$ cat src/xs128_pkg.sv
package xs128_pkg;

  // Function codes on the input beat
  localparam logic [2:0] FuncSeed  = 3'd0;
  localparam logic [2:0] FuncRaw   = 3'd1;
  localparam logic [2:0] FuncBits31 = 3'd2;
  localparam logic [2:0] FuncBound = 3'd3;
  localparam logic [2:0] FuncBool  = 3'd4;
  localparam logic [2:0] FuncRange = 3'd5;

  // Generator reset and seeding constants
  localparam logic [31:0] InitX = 32'd123456789;
  localparam logic [31:0] InitY = 32'd362436069;
  localparam logic [31:0] InitZ = 32'd521288629;
  localparam logic [49:0] InitW = 50'd88675123;

  // Queue between front and back
  localparam int QDepth = 2;
  localparam int QPtrW  = (QDepth > 1) ? $clog2(QDepth) : 1;
  localparam int QCntW  = $clog2(QDepth + 1);

  // Remainder unit: one quotient bit per cycle over a 31-bit dividend
  localparam int DivSteps = 31;
  localparam int DivCntW  = $clog2(DivSteps);

  typedef enum logic [2:0] {
    OP_SEED,
    OP_RAW,
    OP_BITS31,
    OP_BOUND,
    OP_BOOL,
    OP_RANGE,
    OP_NOP
  } op_e;

  // One classified item as it travels through the queue
  typedef struct packed {
    op_e         op;
    logic [31:0] seed;
    logic [31:0] start;
    logic [32:0] div_mag;
    logic        div_zero;
  } item_t;

endpackage

$ cat src/xs128_front.sv
module xs128_front (
  input  logic               in_valid_i,
  input  logic [2:0]         func_i,
  input  logic signed [31:0] new_seed_i,
  input  logic signed [31:0] bound_i,
  input  logic signed [31:0] range_start_i,
  input  logic signed [31:0] range_end_i,
  input  logic               q_full_i,
  output logic               in_stall_o,
  output logic               push_o,
  output xs128_pkg::item_t   item_o
);
  import xs128_pkg::*;

  logic [33:0] div_s;
  logic [33:0] div_neg;

  // Signed divisor: the bound, or end + 1 - start at 34 bits
  always_comb begin
    if (func_i == FuncRange) begin
      div_s = {{2{range_end_i[31]}}, range_end_i} + 34'd1
            - {{2{range_start_i[31]}}, range_start_i};
    end else begin
      div_s = {{2{bound_i[31]}}, bound_i};
    end
    div_neg = 34'd0 - div_s;
  end

  // Decode the function code and build the queued item
  always_comb begin
    item_o.op = OP_NOP;
    case (func_i)
      FuncSeed:   item_o.op = OP_SEED;
      FuncRaw:    item_o.op = OP_RAW;
      FuncBits31: item_o.op = OP_BITS31;
      FuncBound:  item_o.op = OP_BOUND;
      FuncBool:   item_o.op = OP_BOOL;
      FuncRange:  item_o.op = OP_RANGE;
      default:    item_o.op = OP_NOP;
    endcase
    item_o.seed     = new_seed_i;
    item_o.start    = (func_i == FuncRange) ? range_start_i : 32'd0;
    item_o.div_mag  = div_s[33] ? div_neg[32:0] : div_s[32:0];
    item_o.div_zero = (div_s == 34'd0);
  end

  assign in_stall_o = q_full_i;
  assign push_o     = in_valid_i && !q_full_i;

endmodule

$ cat src/xs128_fifo.sv
module xs128_fifo (
  input  logic             clk_i,
  input  logic             rst_ni,
  input  logic             push_i,
  input  xs128_pkg::item_t item_i,
  input  logic             pop_i,
  output xs128_pkg::item_t item_o,
  output logic             full_o,
  output logic             empty_o
);
  import xs128_pkg::*;

  item_t             mem_q [QDepth];
  logic [QPtrW-1:0]  wr_ptr_q, rd_ptr_q;
  logic [QCntW-1:0]  cnt_q;
  logic              do_push, do_pop;

  assign full_o  = (cnt_q == QCntW'(QDepth));
  assign empty_o = (cnt_q == '0);
  assign do_push = push_i && !full_o;
  assign do_pop  = pop_i && !empty_o;
  assign item_o  = mem_q[rd_ptr_q];

  // Storage
  always_ff @(posedge clk_i) begin
    if (do_push) begin
      mem_q[wr_ptr_q] <= item_i;
    end
  end

  // Pointers and fill count
  always_ff @(posedge clk_i or negedge rst_ni) begin
    if (!rst_ni) begin
      wr_ptr_q <= '0;
      rd_ptr_q <= '0;
      cnt_q    <= '0;
    end else begin
      if (do_push) begin
        wr_ptr_q <= (wr_ptr_q == QPtrW'(QDepth - 1)) ? '0 : wr_ptr_q + 1'b1;
      end
      if (do_pop) begin
        rd_ptr_q <= (rd_ptr_q == QPtrW'(QDepth - 1)) ? '0 : rd_ptr_q + 1'b1;
      end
      if (do_push && !do_pop) begin
        cnt_q <= cnt_q + 1'b1;
      end else if (do_pop && !do_push) begin
        cnt_q <= cnt_q - 1'b1;
      end
    end
  end

endmodule

$ cat src/xs128_back.sv
module xs128_back (
  input  logic               clk_i,
  input  logic               rst_ni,
  input  xs128_pkg::item_t   item_i,
  input  logic               q_empty_i,
  output logic               pop_o,
  output logic               out_valid_o,
  input  logic               out_stall_i,
  output logic signed [33:0] value_o,
  output logic               error_o
);
  import xs128_pkg::*;

  typedef enum logic [1:0] {
    ST_IDLE = 2'b01,
    ST_DIV  = 2'b10
  } state_e;

  state_e state_q, state_d;

  logic [31:0] x_q, x_d, y_q, y_d, z_q, z_d;
  logic [49:0] w_q, w_d;

  logic [30:0]        rem_q, rem_d, dvd_q, dvd_d;
  logic [32:0]        dmag_q, dmag_d;
  logic [31:0]        start_q, start_d;
  logic [DivCntW-1:0] cnt_q, cnt_d;

  logic               out_valid_q, out_valid_d;
  logic [33:0]        value_q, value_d;
  logic               error_q, error_d;

  logic        out_free;
  logic [63:0] s64;
  logic [31:0] t, w_next;
  logic [31:0] trial;
  logic [32:0] diff;
  logic        ge;
  logic [30:0] rem_n;

  assign out_free = !out_valid_q || !out_stall_i;
  assign pop_o    = (state_q == ST_IDLE) && !q_empty_i && out_free;

  // Generator step and seed extension
  assign s64    = {{32{item_i.seed[31]}}, item_i.seed};
  assign t      = x_q ^ {x_q[20:0], 11'd0};
  assign w_next = w_q[31:0] ^ {1'b0, w_q[49:19]} ^ t ^ {8'd0, t[31:8]};

  // One restoring division step
  assign trial = {rem_q, dvd_q[30]};
  assign diff  = {1'b0, trial} - dmag_q;
  assign ge    = ({1'b0, trial} >= dmag_q);
  assign rem_n = ge ? diff[30:0] : trial[30:0];

  always_comb begin
    state_d     = state_q;
    x_d         = x_q;
    y_d         = y_q;
    z_d         = z_q;
    w_d         = w_q;
    rem_d       = rem_q;
    dvd_d       = dvd_q;
    dmag_d      = dmag_q;
    start_d     = start_q;
    cnt_d       = cnt_q;
    out_valid_d = out_valid_q && out_stall_i;
    value_d     = value_q;
    error_d     = error_q;

    case (state_q)
      ST_IDLE: begin
        if (pop_o) begin
          out_valid_d = 1'b1;
          value_d     = '0;
          error_d     = 1'b0;
          // every draw advances the generator once
          if (item_i.op != OP_SEED && item_i.op != OP_NOP) begin
            x_d = y_q;
            y_d = z_q;
            z_d = w_q[31:0];
            w_d = {18'd0, w_next};
          end
          case (item_i.op)
            OP_SEED: begin
              x_d     = InitX ^ item_i.seed;
              y_d     = (InitY ^ {item_i.seed[14:0], 17'd0}) | {1'b0, s64[45:15]};
              z_d     = (InitZ ^ {item_i.seed[0], 31'd0}) | {1'b0, s64[31:1]};
              w_d     = (InitW ^ {item_i.seed, 18'd0}) | {19'd0, s64[44:14]};
              value_d = {{2{item_i.seed[31]}}, item_i.seed};
            end
            OP_RAW:    value_d = {2'b00, w_next};
            OP_BITS31: value_d = {3'b000, w_next[30:0]};
            OP_BOOL:   value_d = {33'd0, !w_next[0]};
            OP_BOUND, OP_RANGE: begin
              if (item_i.div_zero) begin
                error_d = 1'b1;
              end else begin
                // hand the draw to the remainder unit
                out_valid_d = 1'b0;
                rem_d       = '0;
                dvd_d       = w_next[30:0];
                dmag_d      = item_i.div_mag;
                start_d     = item_i.start;
                cnt_d       = '0;
                state_d     = ST_DIV;
              end
            end
            default: value_d = '0;
          endcase
        end
      end
      ST_DIV: begin
        rem_d = rem_n;
        dvd_d = {dvd_q[29:0], 1'b0};
        cnt_d = cnt_q + 1'b1;
        if (cnt_q == DivCntW'(DivSteps - 1)) begin
          out_valid_d = 1'b1;
          value_d     = {{2{start_q[31]}}, start_q} + {3'b000, rem_n};
          error_d     = 1'b0;
          state_d     = ST_IDLE;
        end
      end
      default: state_d = ST_IDLE;
    endcase
  end

  // Control and generator state
  always_ff @(posedge clk_i or negedge rst_ni) begin
    if (!rst_ni) begin
      state_q     <= ST_IDLE;
      out_valid_q <= 1'b0;
      cnt_q       <= '0;
      x_q         <= InitX;
      y_q         <= InitY;
      z_q         <= InitZ;
      w_q         <= InitW;
    end else begin
      state_q     <= state_d;
      out_valid_q <= out_valid_d;
      cnt_q       <= cnt_d;
      x_q         <= x_d;
      y_q         <= y_d;
      z_q         <= z_d;
      w_q         <= w_d;
    end
  end

  // Datapath registers
  always_ff @(posedge clk_i) begin
    rem_q   <= rem_d;
    dvd_q   <= dvd_d;
    dmag_q  <= dmag_d;
    start_q <= start_d;
    value_q <= value_d;
    error_q <= error_d;
  end

  assign out_valid_o = out_valid_q;
  assign value_o     = value_q;
  assign error_o     = error_q;

endmodule

$ cat src/xorshift128_random_source.sv
// Reseed, raw, 31-bit and boolean draws and zero-divisor errors pass through the queue
//   and the output register; bounded and range draws also pass through the remainder unit.
// Throughput: one beat per cycle for simple operations while the output is not stalled;
//   bounded and range draws hold the back end in the one-bit-per-cycle remainder unit.
// Reset (rst_ni, async, active low) loads the generator's default words and empties the
//   two-entry queue; no clearing pass.
module xorshift128_random_source (
  input  logic               clk_i,
  input  logic               rst_ni,
  input  logic               in_valid_i,
  output logic               in_stall_o,
  input  logic [2:0]         func_i,
  input  logic signed [31:0] new_seed_i,
  input  logic signed [31:0] bound_i,
  input  logic signed [31:0] range_start_i,
  input  logic signed [31:0] range_end_i,
  output logic               out_valid_o,
  input  logic               out_stall_i,
  output logic signed [33:0] value_o,
  output logic               error_o
);
  import xs128_pkg::*;

  item_t push_item, pop_item;
  logic  push, pop, q_full, q_empty;

  // Front: classify and compute divisor
  xs128_front u_front (
    .in_valid_i    (in_valid_i),
    .func_i        (func_i),
    .new_seed_i    (new_seed_i),
    .bound_i       (bound_i),
    .range_start_i (range_start_i),
    .range_end_i   (range_end_i),
    .q_full_i      (q_full),
    .in_stall_o    (in_stall_o),
    .push_o        (push),
    .item_o        (push_item)
  );

  // Queue between front and back
  xs128_fifo u_fifo (
    .clk_i   (clk_i),
    .rst_ni  (rst_ni),
    .push_i  (push),
    .item_i  (push_item),
    .pop_i   (pop),
    .item_o  (pop_item),
    .full_o  (q_full),
    .empty_o (q_empty)
  );

  // Back: generator, remainder unit, output register
  xs128_back u_back (
    .clk_i       (clk_i),
    .rst_ni      (rst_ni),
    .item_i      (pop_item),
    .q_empty_i   (q_empty),
    .pop_o       (pop),
    .out_valid_o (out_valid_o),
    .out_stall_i (out_stall_i),
    .value_o     (value_o),
    .error_o     (error_o)
  );

endmodule

$ cat config.mk
export PLATFORM = sky130hd
export DESIGN_NAME = xorshift128_random_source
export DESIGN_NICKNAME = d
export VERILOG_FILES = /design/src/xs128_pkg.sv /design/src/xs128_front.sv /design/src/xs128_fifo.sv /design/src/xs128_back.sv /design/src/xorshift128_random_source.sv
export SDC_FILE = /design/constraint.sdc
export NUM_CORES = 1
export LEC_CHECK = 0
export ABC_AREA = 1
export BUFFER_PORTS_ARGS = -buffer_cell sky130_fd_sc_hd__buf_2
export CAP_MARGIN = 5
export CORE_ASPECT_RATIO = 0.75
export CORE_MARGIN = 5
export CORE_UTILIZATION = 32
export CTS_CLUSTER_DIAMETER = 50
export DETAILED_ROUTE_END_ITERATION = 12
export GPL_TIMING_DRIVEN = 1
export SYNTH_ARGS = -nofsm -noshare
export SYNTH_HDL_FRONTEND = slang
export SYNTH_SLANG_ARGS = --single-unit
$ cat constraint.sdc
create_clock -name clk_i -period 5.8 [get_ports clk_i]
set_input_delay 1.74 -clock clk_i [delete_from_list [all_inputs] [get_ports clk_i]]
set_output_delay 1.74 -clock clk_i [all_outputs]
set_load 0.02 [all_outputs]
==> results of run 1 <==
## cells in the mapped netlist (all sizes together), types with 5 or more instances
cell       n
or2       35
o21a       7
ha       103
inv      468
o211ai    24
xor2      78
clkbuf    52
nor2     277
edfxtp   363
dfstp     62
nand3    132
o21ai    201
a22oi     30
nor3      23
xnor2    113
nand2   1061
a221oi     6
nand4     26
a21boi    12
o221ai    24
and2      23
dfrtp     96
a21oi    165
a21o      10
o21bai     9
a32oi      9
buf       52
o22ai      5
a31oi     16
## stage by stage
stage | utilization (%) | cell area, µm² | setup TNS (ns) | worst slack [ns] | hold slack (ns)
after floorplan | - | 29910 | 0 | 0.6493 | 0.4452
final | 37.25 | 34670 | 0 | 0.5294 | 0.4773
after global routing | 37.23 | 34660 | 0 | 0.02099 | 0.4945
after global placement | 35.03 | 32610 | 0 | 0.03878 | 0.4622
after detailed placement | 35.03 | 32610 | -0.06889 | -0.02239 | 0.4677
after CTS | 37.21 | 34640 | 0 | 0.5546 | 0.4774
## layer usage
| metal | vias up | part of all wire [%] |
|---|---|---|
| met3 | 113 | 10 |
| met5 | - | 0.051 |
| met1 | 11695 | 49 |
| met4 | 6 | 1.7 |
| met2 | 838 | 39 |
| li1 | 11935 | - |
## how the worst min path moves through the flow
stage	slack, ns	start	cells after the start	to
2_1_floorplan	0.45	u_back.y_q[17]	2	u_back.x_q[17]
3_3_place_gp	0.46	u_back.y_q[19]	2	u_back.x_q[19]
3_5_place_dp	0.47	u_back.y_q[19]	2	u_back.x_q[19]
4_1_cts	0.48	u_back.y_q[19]	2	u_back.x_q[19]
5_1_grt	0.49	u_back.y_q[20]	2	u_back.x_q[20]
6_report	0.48	u_back.y_q[19]	2	u_back.x_q[19]
## state kept, by name, summed over array words and instances (netlist names), 32 cells and up
name	cells
u_back.dmag_q	33
u_back.start_q	32
u_back.value_o	33
u_back.w_q	50
u_back.x_q	32
u_back.y_q	32
u_back.z_q	32
u_fifo.mem_q	202
## cell families after synthesis
family                     count (synthesis)  synth area share (%)
DFF                                      521                 49.93
adders and majority gates                106                 4.510
muxes                                      1               0.03347
buffers and inverters                    573                 7.552
and+or+nand+nor                         1590                 22.02
AOI/OAI and AO/OA                        525                 10.36
xor gates and xnor gates                 191                 5.594
## repair_timing
item / CTS / global route
hold buffers: 0 / 0
buffers inserted: 0 / 1
gates resized for setup: 0 / 5
setup endpoints to repair: 0 / 3
## power by group through the flow
stage | registers, µW | clock network (µW) | logic (µW)
finish | 6820 | 3810 | 11300
detailed placement | 6860 | 0 | 11000
global placement | 6840 | 0 | 10900
CTS | 6810 | 3880 | 11100
floorplan | 6760 | 0 | 7320
global route | 6930 | 4050 | 12400
## final cells by class
class | instances | area (µm²) | share of cell area [%]
Multi-Input combinational cell | 2413 | 12790 | 36.89
Antenna cell | 6 | 15.01 | 0.04330
Timing Repair Buffer | 257 | 1595 | 4.601
Clock inverter | 37 | 394.1 | 1.137
Clock buffer | 72 | 1633 | 4.709
Inverter | 469 | 1762 | 5.081
Sequential cell | 521 | 14940 | 43.08
Tap cell | 1237 | 1548 | 4.464
## critical path: cells and delay by family
| family | cells | cell delay (ns) |
|---|---|---|
| buf+inv | 4 | 0.35 |
| xor+xnor | 2 | 0.35 |
| simple gates | 17 | 2.26 |
| compound gates | 2 | 0.51 |
| fa+ha+maj | 2 | 0.53 |
==> results.md, run 1 <==
- Per report_power, the clock group accounts for 17.4% of the total.
- Relative to the synthesized area, the layout overhead comes to 15.95%.
- The completed layout was analyzed and its total power is 21,970 µW.
- Following the worst setup path forward leads to its endpoint at u_fifo.mem_q[0][25].
- Detailed placement finished with a half-perimeter wire length of 73,090 µm.
- The net count of the finished layout is 3,962.
- The final hold violation count was 0.
- Setup violations remaining at the end of the flow were counted as 0.
- The share of power burned in combinational logic is 51.6%.
- The first-pass GRT wire length is 142,100 µm.
- The critical path starts at range_end_i[0].
- The via-per-instance ratio is 4.906.
- During placement, the flow inserted port buffers numbering 171.
- The met3 capacity usage during global routing is 5.979%.
- The number of antenna violations at the first check in global routing is 12.
- The clock arrives with 0.03423 ns of skew.
- The vertical die dimension is 274.7 µm.
- The count of nets left with antenna violations once routing finished came out at 0.
- The fraction of registers with async set/reset is 30.33%.
- The die covers 99,730 µm².
- The kind of end point of the critical path is a register.
- The netlist area before placement is 29,900 µm².
- When the netlist entered floorplanning its net count stood at 3,748.
- The buffer depth of the longest clock path is 3.
- The path category of the worst min-delay check is reg2reg.
- The post-layout minimum cycle time is 5.271 ns.
- The starting density of the core is 32.12%.
- In this run the clock root is driven by a sky130_fd_sc_hd__clkbuf_16.
- For this run, the number of Yosys warnings is 0.
- The core area is 93,090 µm².
- The TritonCTS clock tree is yes.
- The number of distinct library cells after synthesis is 61.
- Summed over all nets, the switching power comes to 10,220 µW.
- The slowest library cell on the worst path is sky130_fd_sc_hd__ha_1.
- The most crowded layer after global routing is met1.
- The site row count is 97.
- Global routing consumed, over all layers together, 18.64% of the routing resources.
- At the worst endpoint, the required time is 6.27 ns.
- The largest single stage delay on the critical path is 0.35 ns.
- Clock-pin slew was measured on the worst setup and hold paths at 0.06 ns.
- The die is 363.0 µm wide.
- The fraction of final layout cells with drive strength greater than 1 is 13.88%.
- In this run the worst path has a maximum fanout of 4.
- The flow ran to the end, and the final reports show no timing, DRC or antenna violations.
- The commonest non-fill, non-tap cell in the layout is sky130_fd_sc_hd__nand2_1.
- For this block, the routed nets add up to 95,320 µm of wire.
- Once layout is complete, the cells apart from fillers number 5,012.
- Before antenna repair, the detailed router went through 6 iterations.
- Summing over every cut layer, the via total after detailed routing is 24,587.
- The startpoint of the worst-slack reg-to-reg timing path is u_back.dvd_q[30].
- In this run, flip-flops and latches consume 31.0% of the power.
- Dividing the synthesized area by the synthesized cell count gives 8.527 µm².
- For this run, global-route usage on met1 was measured as 28.47%.
- Sequential elements use 49.93% of the synthesized area.
- The source-to-sink clock delay at the later pin of the worst-skew pair is 0.64 ns.
- The top cell type by area accounts for 36.45% of the synthesized area.
- The library cells used most frequently in the layout, excluding fill and tap cells, are sky130_fd_sc_hd__nand2_1 (1,052), sky130_fd_sc_hd__inv_1 (453), sky130_fd_sc_hd__edfxtp_1 (363).
- The worst max-slew margin expressed relative to the limit is 18.45%.
- The largest total area in the synthesized netlist belongs to sky130_fd_sc_hd__edfxtp_1.
- The cell repeated most along the worst path is sky130_fd_sc_hd__nand2_1.
- In this run, placement finished with an instance count of 4,896.
- Yosys mapped a number of flops with a built-in enable equal to 363.
- The worst reg2reg path endpoint is u_back.value_o[30].
- The number of DRC violations after detailed routing is 0.
- For this run, global-route usage on met2 was measured as 25.59%.
- The post-route fraction of the period consumed by the critical path is 90.87%.
- The via count of the first global-routing pass came to 22,858.
- Across the VDD grid, the largest voltage drop is 0.0003893 V.
- The detailed router finished its first iteration with 2,806 violations.
- The dominant synthesized flop cell is sky130_fd_sc_hd__edfxtp_1.
- The arrival time at the worst endpoint is 5.74 ns.
- The number of fill cells is 9,415.
- The worst setup slack for register-to-register paths is 0.54 ns.
- The slew at the pin with the worst max-slew slack is 1.220 ns.
- In this run switching power makes up 46.54% of total power.
- Clock tree synthesis inserted a total of 59 buffers.
- In the post-synthesis netlist, the biggest area contributors are sky130_fd_sc_hd__edfxtp_1 (36%), sky130_fd_sc_hd__nand2_1 (13%), sky130_fd_sc_hd__dfrtp_1 (8.0%).
- Summed over all layers, the global routing overflow is 0.
- Summed over all cells, the static leakage comes to 0.01569 µW.
- During I/O placement, the number of pins put on the boundary was 172.
- Entering global routing, the biggest net connects 109 pins.
- In this run the power density over the cells is 633.5 nW/µm².
- The worst setup path is of the in2reg kind.
- The final estimated routing congestion in global placement is 0.9679.
- The internal portion of total power is 11,740 µW.
- The cell count after synthesis came out at 3,507.
- Setup repair after global routing left no endpoint under its margin.
- The number of synthesized register bits is 521.
- Clock tree synthesis found a total of 521 sinks.
- The number of slew-limit violations in the final report was 0.
- The max-capacitance violation count is 0.
- The worst register-to-register path has a depth of 27.
- The number of H-tree levels is 2.
- The fmax is 189.7 MHz.
- The detailed-route wire length per cell is 19.02 µm.
- The kind of start point of the critical path is an input port.
Note: power is estimated with default switching activity, not from simulation.
==> inputs of run 2 (changes only) <==
- SYNTH_HIERARCHICAL: not set -> 1
==> run 2 against run 1 <==
  * Routed wire length decreased by 0.32%
  * Fmax is 5.7% higher
  * Combinational power shrank 9%
  * Global-route usage shrank 0.68 points
  * Hold slack got worse by 0.0082 ns
  * First-iteration DRC count shrank 13%
  * Critical path depth fell by 3
  * Via count up 3.3%
  * Clock-buffer cell count rose by 5
  * Critical endpoint is now u_back/value_o[20]
  * Highest routed layer unchanged
==> results.md, run 2 <==
- The maximum resistive drop on vdd is 0.0003444 V (-12%).
- The area of the die is 103,700 µm² (+4.0%).
- The arrival time at the worst endpoint is 5.33 ns (-0.41 ns).
- The flow ran to the end, and the final reports show no timing, DRC or antenna violations.
- The source of the critical timing path is u_back/rem_q[8].
- The slew at the pin with the worst max-slew slack was 1.192 ns (-0.02837 ns).
- The first-pass iteration count of the detailed router came to 6 (unchanged).
- The flip-flop count of the largest register, all copies and words added is 202 (unchanged).
- The total power per unit cell area is 590.5 nW/µm² (-6.8%).
- The net count of the mapped netlist is 4,088 (+9.1%).
- The main combinational cell family by area after synthesis is simple AND/OR/NAND/NOR gates.
- The core area is 96,870 µm² (+4.1%).
- The site row count is 99 (+2.1%).
- In the synthesized netlist, the cells that appear most often are sky130_fd_sc_hd__nand2_1 (1,343), sky130_fd_sc_hd__inv_1 (511), sky130_fd_sc_hd__edfxtp_1 (363).
- The post-layout minimum cycle time is 4.988 ns (-0.2825 ns).
- The half-perimeter wire length of the detailed placement result is 73,360 µm (+0.37%).
- The number of nets with antenna violations after detailed routing is 0 (unchanged).
- The number of clock sinks came to 521 (unchanged).
- The number of post-CTS setup repair buffers is 0 (unchanged).
- The hold buffer count at CTS is 0 (unchanged).
- The first-pass GRT wire length is 143,700 µm (+1.1%).
- The overflow left after global routing was 0 (unchanged).
- The switching share of power is 45.88% (-0.66 points).
- The maximum number of pins on one net before global-route repair is 87 (-20%).
- The I/O pin count came to 172 (unchanged).
- The horizontal extent of the die is 370.1 µm (+2.0%).
- The maximum net fanout on the critical path is 31 (+27).
- The total of endpoints with negative setup slack in the final report came to 0 (unchanged).
- The number of synthesized register bits is 521 (unchanged).
- The number of fill cells was 10,050 (+6.7%).
- The fmax is 200.5 MHz (+5.7%).
- The tree is rooted in a sky130_fd_sc_hd__clkbuf_16.
- The netlist area before placement was 31,130 µm² (+4.1%).
- The average size of a mapped cell is 8.155 µm² (-4.4%).
- The post-route fraction of the period consumed by the critical path came to 86.00% (-4.9 points).
- The combined global-route utilization of all metal layers is 17.96% (-0.68 points).
- The TritonCTS buffer count is 60 (+1.7%).
- For this run, the leading register cell type out of synthesis is sky130_fd_sc_hd__edfxtp_1.
- The via count of the first global-routing pass is 23,648 (+3.5%).
- In this run the critical register-to-register path is launched from u_back/rem_q[8].
- The area fraction in compound gates after synthesis was 7.597% (-2.8 points).
- Setup repair after global routing left no endpoint under its margin.
- The endpoint required time on the critical path is 6.15 ns (-0.12 ns).
- The number of antenna violations at the first check in global routing was 9 (-3).
- The number of gates given a new drive strength after cts is 0 (unchanged).
- The via count is 25,396 (+3.3%).
- The proportion of synthesized area in mux cells was 0% (-0.033 points).
- The kind of start point of the critical path is a register.
- The number of slew-limit violations in the final report is 0 (unchanged).
- The final worst clock skew is 0.04035 ns (+0.006120 ns).
- The post-synthesis share of cell area spent on xor and xnor gates is 4.136% (-1.5 points).
- The fraction of registers with async set/reset is 30.33% (unchanged).
- The source-to-sink clock delay at the later pin of the worst-skew pair is 0.65 ns (about the same).
- In the layout the commonest cells are sky130_fd_sc_hd__nand2_1 (1,343), sky130_fd_sc_hd__inv_1 (509), sky130_fd_sc_hd__edfxtp_1 (363).
- The net switching power is 9506 µW (-7.0%).
- The total power after layout is 20,720 µW (-5.7%).
- The commonest non-fill, non-tap cell in the layout is sky130_fd_sc_hd__nand2_1.
- The count of yosys warnings during synthesis is 6 (+6).
- The number of H-tree levels was 2 (unchanged).
- The most common cell in the synthesized netlist is sky130_fd_sc_hd__nand2_1.
- Compared with the post-synthesis result, the final layout area differs by 12.73%.
- The fraction of power consumed by sequential logic was 32.3% (+1.3 points).
- The number of distinct library cells after synthesis came to 60 (-1.6%).
- The leakage power figure was 0.01646 µW (+4.9%).
- The detailed-route wire length per cell is 17.90 µm (-5.9%).
- The final routed wirelength across all metal layers is 95,020 µm (-0.32%).
- The net count of the finished layout is 4,211 (+6.3%).
- After synthesis, the cell types taking the most area are sky130_fd_sc_hd__edfxtp_1 (35%), sky130_fd_sc_hd__nand2_1 (16%), sky130_fd_sc_hd__dfrtp_1 (7.7%).
- The final estimated routing congestion in global placement is 0.9591 (-0.91%).
- The number of synthesized flops with an enable pin was 363 (unchanged).
- The fraction of final layout cells with drive strength greater than 1 is 11.51% (-2.4 points).
- The max-capacitance violation count is 0 (unchanged).
- The startpoint of the tightest hold check path is u_back/y_q[26].
- The share of the synthesized area in the top cell type was 35.02% (-1.4 points).
- The number of DRC violations after detailed routing came to 0 (unchanged).
- The number of I/O port buffers is 171 (unchanged).
- Summed over all instances, the cell type with the most area after synthesis is sky130_fd_sc_hd__edfxtp_1.
- The clock transition at the register clock pins on the worst setup and hold paths after CTS is 0.06 ns (about the same).
- The cell count after synthesis is 3,817 (+8.8%).
- The critical path class is reg2reg.
- The via-per-instance ratio is 4.785 (-2.5%).
- The fraction of the mapped netlist area in simple logic gates is 25.71% (+3.7 points).
- The sequential cell area fraction in the yosys report is 47.97% (-2.0 points).
- The worst max-slew margin expressed relative to the limit is 20.45% (+2.0 points).
- The arithmetic-cell share of the synthesized area counting full adders, half adders and majority gates is 5.539% (+1.0 points).
- The path class of the tightest hold or removal check is reg2reg.
- The internal portion of total power was 11,210 µW (-4.5%).
- The kind of end point of the critical path is a register.
- The DRC violation total after the first TritonRoute iteration came to 2,433 (-13%).
- The starting density of the core is 32.13% (about the same).
- The final hold violation count is 0 (unchanged).
- The largest registers in the layout are u_fifo/mem_q: 202 flops, u_back/w_q: 50 flops.
- The share of power burned in combinational logic is 49.6% (-2.0 points).
- The register with the most flip-flops in the final layout is u_fifo/mem_q.
- The buffer depth of the longest clock path is 3 (unchanged).
- The vertical die dimension is 280.1 µm (+1.9%).
- The final setup TNS was 0 ns (unchanged).
- The part of the total power dissipated in the clock network is 18.1% (+0.7 points).
- TritonCTS built the clock tree.
==> run 2: cell types whose count changed after synthesis, sizes merged, moves of 14 or more <==
| cell | delta |
|---|---|
| nor2 | +37 |
| xnor2 | -20 |
| and2 | -19 |
| inv | +62 |
| nand3b | +44 |
| clkbuf | -14 |
| a21oi | -41 |
| o21ai | -32 |
| xor2 | -24 |
| nand2 | +302 |
| ha | +30 |
| buf | +50 |
==> run 2: area by class of cell <==
class | count | area (µm²) | share of cell area (%)
Antenna cell | 5 | 12.51 | 0.03566
Clock buffer | 77 | 1649 | 4.700
Clock inverter | 34 | 340.3 | 0.9699
Inverter | 532 | 2001 | 5.702
Multi-Input combinational cell | 2624 | 13400 | 38.18
Sequential cell | 521 | 14940 | 42.56
Tap cell | 1313 | 1643 | 4.682
Timing Repair Buffer | 201 | 1112 | 3.170
==> run 2: stage by stage <==
| stage | util, % | setup WS (ns) | instances | instance area [µm²] | hold slack, ns |
|---|---|---|---|---|---|
| final | 36.23 | 0.8118 | 5307 | 35090 | 0.4691 |
| after CTS | 36.21 | 0.9418 | 5302 | 35080 | 0.4692 |
| after global placement | 34.16 | 0.8175 | 5191 | 33090 | 0.4506 |
| after global routing | 36.22 | 0.3506 | 5304 | 35080 | 0.4854 |
| after floorplan | - | 0.06846 | 3817 | 31130 | 0.4452 |
| after detailed placement | 34.16 | 0.8408 | 5191 | 33090 | 0.4587 |
==> run 2: power by group through the flow <==
stage	clock network [µW]	registers (µW)	logic (µW)
after detailed placement	0	6730	10100
after global placement	0	6710	9970
after floorplan	0	6630	6870
after global routing	4000	6790	11300
final	3750	6680	10300
after CTS	3830	6670	10100
==> run 2: metal layers <==
layer  vias to the layer above  GRT usage [%]  part of all wire (%)
met1                     11872          28.05                    50
met3                       119          4.155                   8.8
li1                      12458              -                     -
met5                         -              0                 0.056
met4                         8          4.315                   2.3
met2                       939          24.80                    39
==> run 2: worst paths after layout <==
| path | end | slack, ns | depth (start not counted) |
|---|---|---|---|
| max | u_back/value_o[20] | 0.81 | 24 |
| min | u_back/y_q[26] | 0.47 | 2 |
| max reg2reg | u_back/value_o[20] | 0.81 | 24 |
| min reg2reg | u_back/y_q[26] | 0.47 | 2 |
| max in group asynchronous | u_back/y_q[8] | 3.69 | 2 |
| min in group asynchronous | u_back/z_q[21] | 1.12 | 1 |
==> run 2: worst max-delay path, stage by stage (launching register included) <==
cell and delay, ns:
sky130_fd_sc_hd__edfxtp_1 0.44, sky130_fd_sc_hd__ha_1 0.40, sky130_fd_sc_hd__nand2_1 0.13, sky130_fd_sc_hd__nor2_1 0.27, sky130_fd_sc_hd__nand2_1 0.16, sky130_fd_sc_hd__nor2_1 0.21, sky130_fd_sc_hd__nand3_1 0.12, sky130_fd_sc_hd__nand3_2 0.11
sky130_fd_sc_hd__nor2_4 0.04, sky130_fd_sc_hd__buf_4 0.25, sky130_fd_sc_hd__nand3_1 0.12, sky130_fd_sc_hd__nand2_1 0.08, sky130_fd_sc_hd__inv_1 0.07, sky130_fd_sc_hd__ha_1 0.18, sky130_fd_sc_hd__inv_1 0.08, sky130_fd_sc_hd__fa_1 0.38
sky130_fd_sc_hd__o21ai_0 0.34, sky130_fd_sc_hd__nand2_1 0.09, sky130_fd_sc_hd__nand2_1 0.19, sky130_fd_sc_hd__nand2_1 0.08, sky130_fd_sc_hd__nand2_1 0.16, sky130_fd_sc_hd__nand2_1 0.07, sky130_fd_sc_hd__nand2_1 0.08, sky130_fd_sc_hd__nor2_1 0.04
sky130_fd_sc_hd__o21ai_0 0.60
==> run 2: cells by family after synthesis <==
kind of cell	count (synthesis)
xor+xnor	147
buf+inv	672
fa+ha+maj	136
compound gates	401
simple gates	1940
flops	521
==> inputs of run 3 (changes only) <==
- ABC_AREA: 1 -> not set
- SETUP_SLACK_MARGIN: not set -> 0.3
==> run 3 against run 2 <==
  * Routed wire length is 11% lower
  * Clock skew is 0.021 ns higher
  * Clock power is 7.7% higher
  * Sequential power is 3% lower
==> results.md, run 3 <==
- The arrival time at the worst endpoint is 5.67 ns (+0.34 ns).
- The number of I/O port buffers came to 171 (unchanged).
- The post-layout utilization of the core came to 37.69% (+1.5 points).
- The horizontal extent of the die was 361.2 µm (-2.4%).
- The final routed wirelength across all metal layers is 84,680 µm (-11%).
- The number of clock sinks was 521 (unchanged).
- The number of synthesized flops with an enable pin is 363 (unchanged).
- The endpoint required time on the critical path is 6.14 ns (about the same).
- Leaving out fill and tap cells, the most frequent cell in the layout is sky130_fd_sc_hd__edfxtp_1.
- The post-layout worst setup margin is 0.4700 ns (-0.3419 ns).
- The total of endpoints with negative setup slack in the final report came to 0 (unchanged).
- The kind of start point of the critical path is a register.
- The cell sitting at the root of the clock tree is a sky130_fd_sc_hd__clkbuf_16.
- The most common cell in the synthesized netlist is sky130_fd_sc_hd__edfxtp_1.
- The combined global-route utilization of all metal layers came to 16.67% (-1.3 points).
- The total power per unit cell area is 570.7 nW/µm² (-3.4%).
- The post-route fraction of the period consumed by the critical path came to 91.90% (+5.9 points).
- Setup repair after global routing could not meet its margin everywhere.
- The count of yosys warnings during synthesis was 6 (unchanged).
- The fraction of registers with async set/reset is 30.33% (unchanged).
- The fraction of final layout cells with drive strength greater than 1 is 24.23% (+13 points).
- The sequential cell area fraction in the yosys report is 50.46% (+2.5 points).
- The leakage power figure is 0.01377 µW (-16%).
- The startpoint of the worst-slack reg-to-reg timing path is u_back/rem_q[15].
- The final setup TNS is 0 ns (unchanged).
- The maximum net fanout on the critical path was 9 (-71%).
- The number of H-tree levels is 2 (unchanged).
- The via-per-instance ratio came to 5.088 (+6.3%).
- The area of all sequential standard cells is 14,940 µm² (unchanged).
- The number of slew-limit violations in the final report is 0 (unchanged).
- The number of stages on the worst hold path is 2 (unchanged).
- The final-layout worst hold slack is 0.4502 ns (-0.01889 ns).
- The flip-flop count of the largest register, all copies and words added was 202 (unchanged).
- The max-capacitance violation count is 0 (unchanged).
- The fmax is 187.6 MHz (-6.4%).
- The most used flip-flop cell after synthesis is sky130_fd_sc_hd__edfxtp_1.
- The total power after layout is 19,710 µW (-4.9%).
- The TritonCTS buffer count was 60 (unchanged).
- The top cell types in the final layout, fill and taps aside, are sky130_fd_sc_hd__edfxtp_1 (363), sky130_fd_sc_hd__nand2_1 (302), sky130_fd_sc_hd__o21ai_0 (213).
- The first-pass iteration count of the detailed router was 6 (unchanged).
- The area added between synthesis and finish is 16.73%.
- The terminating pin of the worst hold path is u_back/z_q[28].
- The total area of multi-input combinational cells is 13,680 µm² (+2.1%).
- The startpoint of the tightest hold check path is u_back/z_q[28].
- The final hold violation count came to 0 (unchanged).
- The biggest area contributor in the post-synthesis netlist is sky130_fd_sc_hd__edfxtp_1.
- The I/O pin count is 172 (unchanged).
- The detailed-route wire length per cell is 20.42 µm (+14%).
- The overflow left after global routing is 0 (unchanged).
- The netlist area before placement was 29,590 µm² (-4.9%).
- The post-layout minimum cycle time is 5.330 ns (+0.3419 ns).
- The number of DRC violations after detailed routing is 0 (unchanged).
- In the final layout, the registers with the most flip-flops are u_fifo/mem_q: 202 flops, u_back/w_q: 50 flops.
- Ranked by total cell area, the synthesized netlist is headed by sky130_fd_sc_hd__edfxtp_1 (37%), sky130_fd_sc_hd__dfrtp_1 (8.1%), sky130_fd_sc_hd__ha_1 (5.6%).
- The number of distinct library cells after synthesis is 98 (+63%).
- The share of the synthesized area in the top cell type was 36.83% (+1.8 points).
- The final worst clock skew was 0.06089 ns (+0.02054 ns).
- STA classifies the critical path endpoint as a register.
- The via count of the first global-routing pass was 20,465 (-13%).
- The core area is 91,650 µm² (-5.4%).
- The vertical die dimension is 273.4 µm (-2.4%).
- The DRC violation total after the first TritonRoute iteration is 1,865 (-23%).
- The antenna diode count is 0 (-5).
- The site row count is 96 (-3.0%).
- The half-perimeter wire length of the detailed placement result came to 63,610 µm (-13%).
- The number of nets with antenna violations after detailed routing came to 0 (unchanged).
- The via count is 21,099 (-17%).
- The min-delay analysis places its worst path in the category reg2reg.
- The area of the die is 98,720 µm² (-4.8%).
- The worst register-to-register path ends at u_back/value_o[30].
- In the synthesized netlist, the cells that appear most often are sky130_fd_sc_hd__edfxtp_1 (363), sky130_fd_sc_hd__nand2_1 (303), sky130_fd_sc_hd__o21ai_0 (216).
- The final estimated routing congestion in global placement is 0.8872 (-7.5%).
- The net count of the mapped netlist came to 2,948 (-28%).
- The number of synthesized register bits is 521 (unchanged).
- More flip-flops sit in one register than any other, and that register is u_fifo/mem_q.
- The starting density of the core is 32.29% (+0.16 points).
- The worst max-slew margin expressed relative to the limit is 21.36% (+0.91 points).
- The worst setup slack for register-to-register paths came to 0.47 ns (-0.34 ns).
- The critical path class is reg2reg.
- The net count of the finished layout was 3,141 (-25%).
- The buffer depth of the longest clock path is 3 (unchanged).
- The number of antenna violations at the first check in global routing is 0 (-9).
- The run finished with clean final reports.
- The maximum resistive drop on vdd is 0.0002886 V (-16%).
- The setup slack after placement was 0.1083 ns (-0.7325 ns).
- The clock transition at the register clock pins on the worst setup and hold paths after CTS is 0.06 ns (about the same).
- The path depth of the worst reg2reg path is 23 (-4.2%).
- The slew at the pin with the worst max-slew slack is 1.167 ns (-0.02468 ns).
- TritonCTS built the clock tree.
- The number of fill cells is 8,898 (-11%).
- The first-pass GRT wire length is 127,700 µm (-11%).
- The average size of a mapped cell is 11.05 µm² (+36%).
- The maximum number of pins on one net before global-route repair is 107 (+23%).
- The cell count after synthesis was 2,677 (-30%).
- The source-to-sink clock delay at the later pin of the worst-skew pair is 0.67 ns (+0.02 ns).
-- run 3: cell count changes after synthesis, moves of 68 or more --
| cell | before | now |
|---|---|---|
| sky130_fd_sc_hd__inv_1 | 511 | 105 |
| sky130_fd_sc_hd__mux2_4 | 0 | 101 |
| sky130_fd_sc_hd__nand2_1 | 1343 | 303 |
| sky130_fd_sc_hd__nand3_1 | 138 | 30 |
| sky130_fd_sc_hd__nor2_1 | 295 | 150 |
| sky130_fd_sc_hd__o21ai_0 | 148 | 216 |
-- run 3: how the worst max path moves through the flow --
stage	startpoint	end	slack, ns	cells past startpoint
final	u_back/rem_q[15]	u_back/value_o[30]	0.47	23
after detailed placement	range_start_i[1]	u_fifo/mem_q[0][30]	0.11	15
after global placement	range_start_i[1]	u_fifo/mem_q[0][0]	0.16	16
after floorplan	range_end_i[1]	u_fifo/mem_q[0][30]	0.51	16
after CTS	u_back/rem_q[15]	u_back/value_o[29]	0.30	21
after global routing	u_back/rem_q[7]	u_back/value_o[30]	0.23	23
-- run 3: final cells by class --
| type | instances | area share [%] |
|---|---|---|
| inverters | 107 | 1.174 |
| clock inverters | 43 | 1.605 |
| flip-flops and latches | 521 | 43.24 |
| multi-input cells | 1891 | 39.60 |
| repair buffers | 289 | 5.277 |
| well taps | 1225 | 4.437 |
| clock buffers | 71 | 4.673 |
-- run 3: report_power, final --
group | total [µW] | internal (µW) | switching [µW]
combinational | 9170 | 3610 | 5560
clock | 4040 | 2390 | 1650
sequential | 6500 | 5780 | 722
-- run 3: layer usage --
metal	GRT usage, %	routed length, µm	vias to the layer above
met3	4.208	7055	78
met2	22.72	33460	672
met5	0	0	-
met4	3.385	1283	0
li1	-	-	10106
met1	26.27	42880	10243
-- run 3: cell families after synthesis --
group	after synthesis	synth area share [%]
XOR/XNOR	214	6.334
flip-flops	521	50.46
AO/OA/AOI/OAI	693	14.71
AND/OR/NAND/NOR	681	10.82
buffers and inverters	265	4.274
adder cells (fa/ha/maj)	136	5.826
multiplexers	167	7.581
-- run 3: worst max-delay path, cell delays in order (launching register included) --
cell                        delay, ns
sky130_fd_sc_hd__edfxtp_1        0.45
sky130_fd_sc_hd__ha_4            0.34
sky130_fd_sc_hd__nand4_1         0.20
sky130_fd_sc_hd__o211ai_2        0.16
sky130_fd_sc_hd__a41oi_2         0.14
sky130_fd_sc_hd__or3_4           0.39
sky130_fd_sc_hd__a21o_1          0.22
sky130_fd_sc_hd__o21ai_2         0.20
sky130_fd_sc_hd__a31oi_4         0.14
sky130_fd_sc_hd__buf_12          0.17
sky130_fd_sc_hd__buf_4           0.13
sky130_fd_sc_hd__mux2_4          0.30
sky130_fd_sc_hd__ha_1            0.31
sky130_fd_sc_hd__o211ai_1        0.16
sky130_fd_sc_hd__a211oi_2        0.29
sky130_fd_sc_hd__a311oi_2        0.06
sky130_fd_sc_hd__buf_4           0.16
sky130_fd_sc_hd__a211oi_1        0.24
sky130_fd_sc_hd__buf_4           0.17
sky130_fd_sc_hd__o2111ai_4       0.12
sky130_fd_sc_hd__a31oi_2         0.24
sky130_fd_sc_hd__xnor2_1         0.16
sky130_fd_sc_hd__buf_4           0.15
sky130_fd_sc_hd__o22ai_1         0.07
-- run 3: per-stage QoR --
stage	instance area, µm²	cells
after floorplan	29610	2677
after global placement	32070	4023
after detailed placement	32070	4023
after CTS	34240	4137
after global routing	34540	4147
final	34540	4147
-- run 3: what timing repair did --
item / CTS / global route
setup endpoints to repair: 0 / 22
gates resized for setup: 0 / 40
hold buffers: 0 / 0
hold endpoints to repair: 0 / 0
setup buffers: 0 / 10
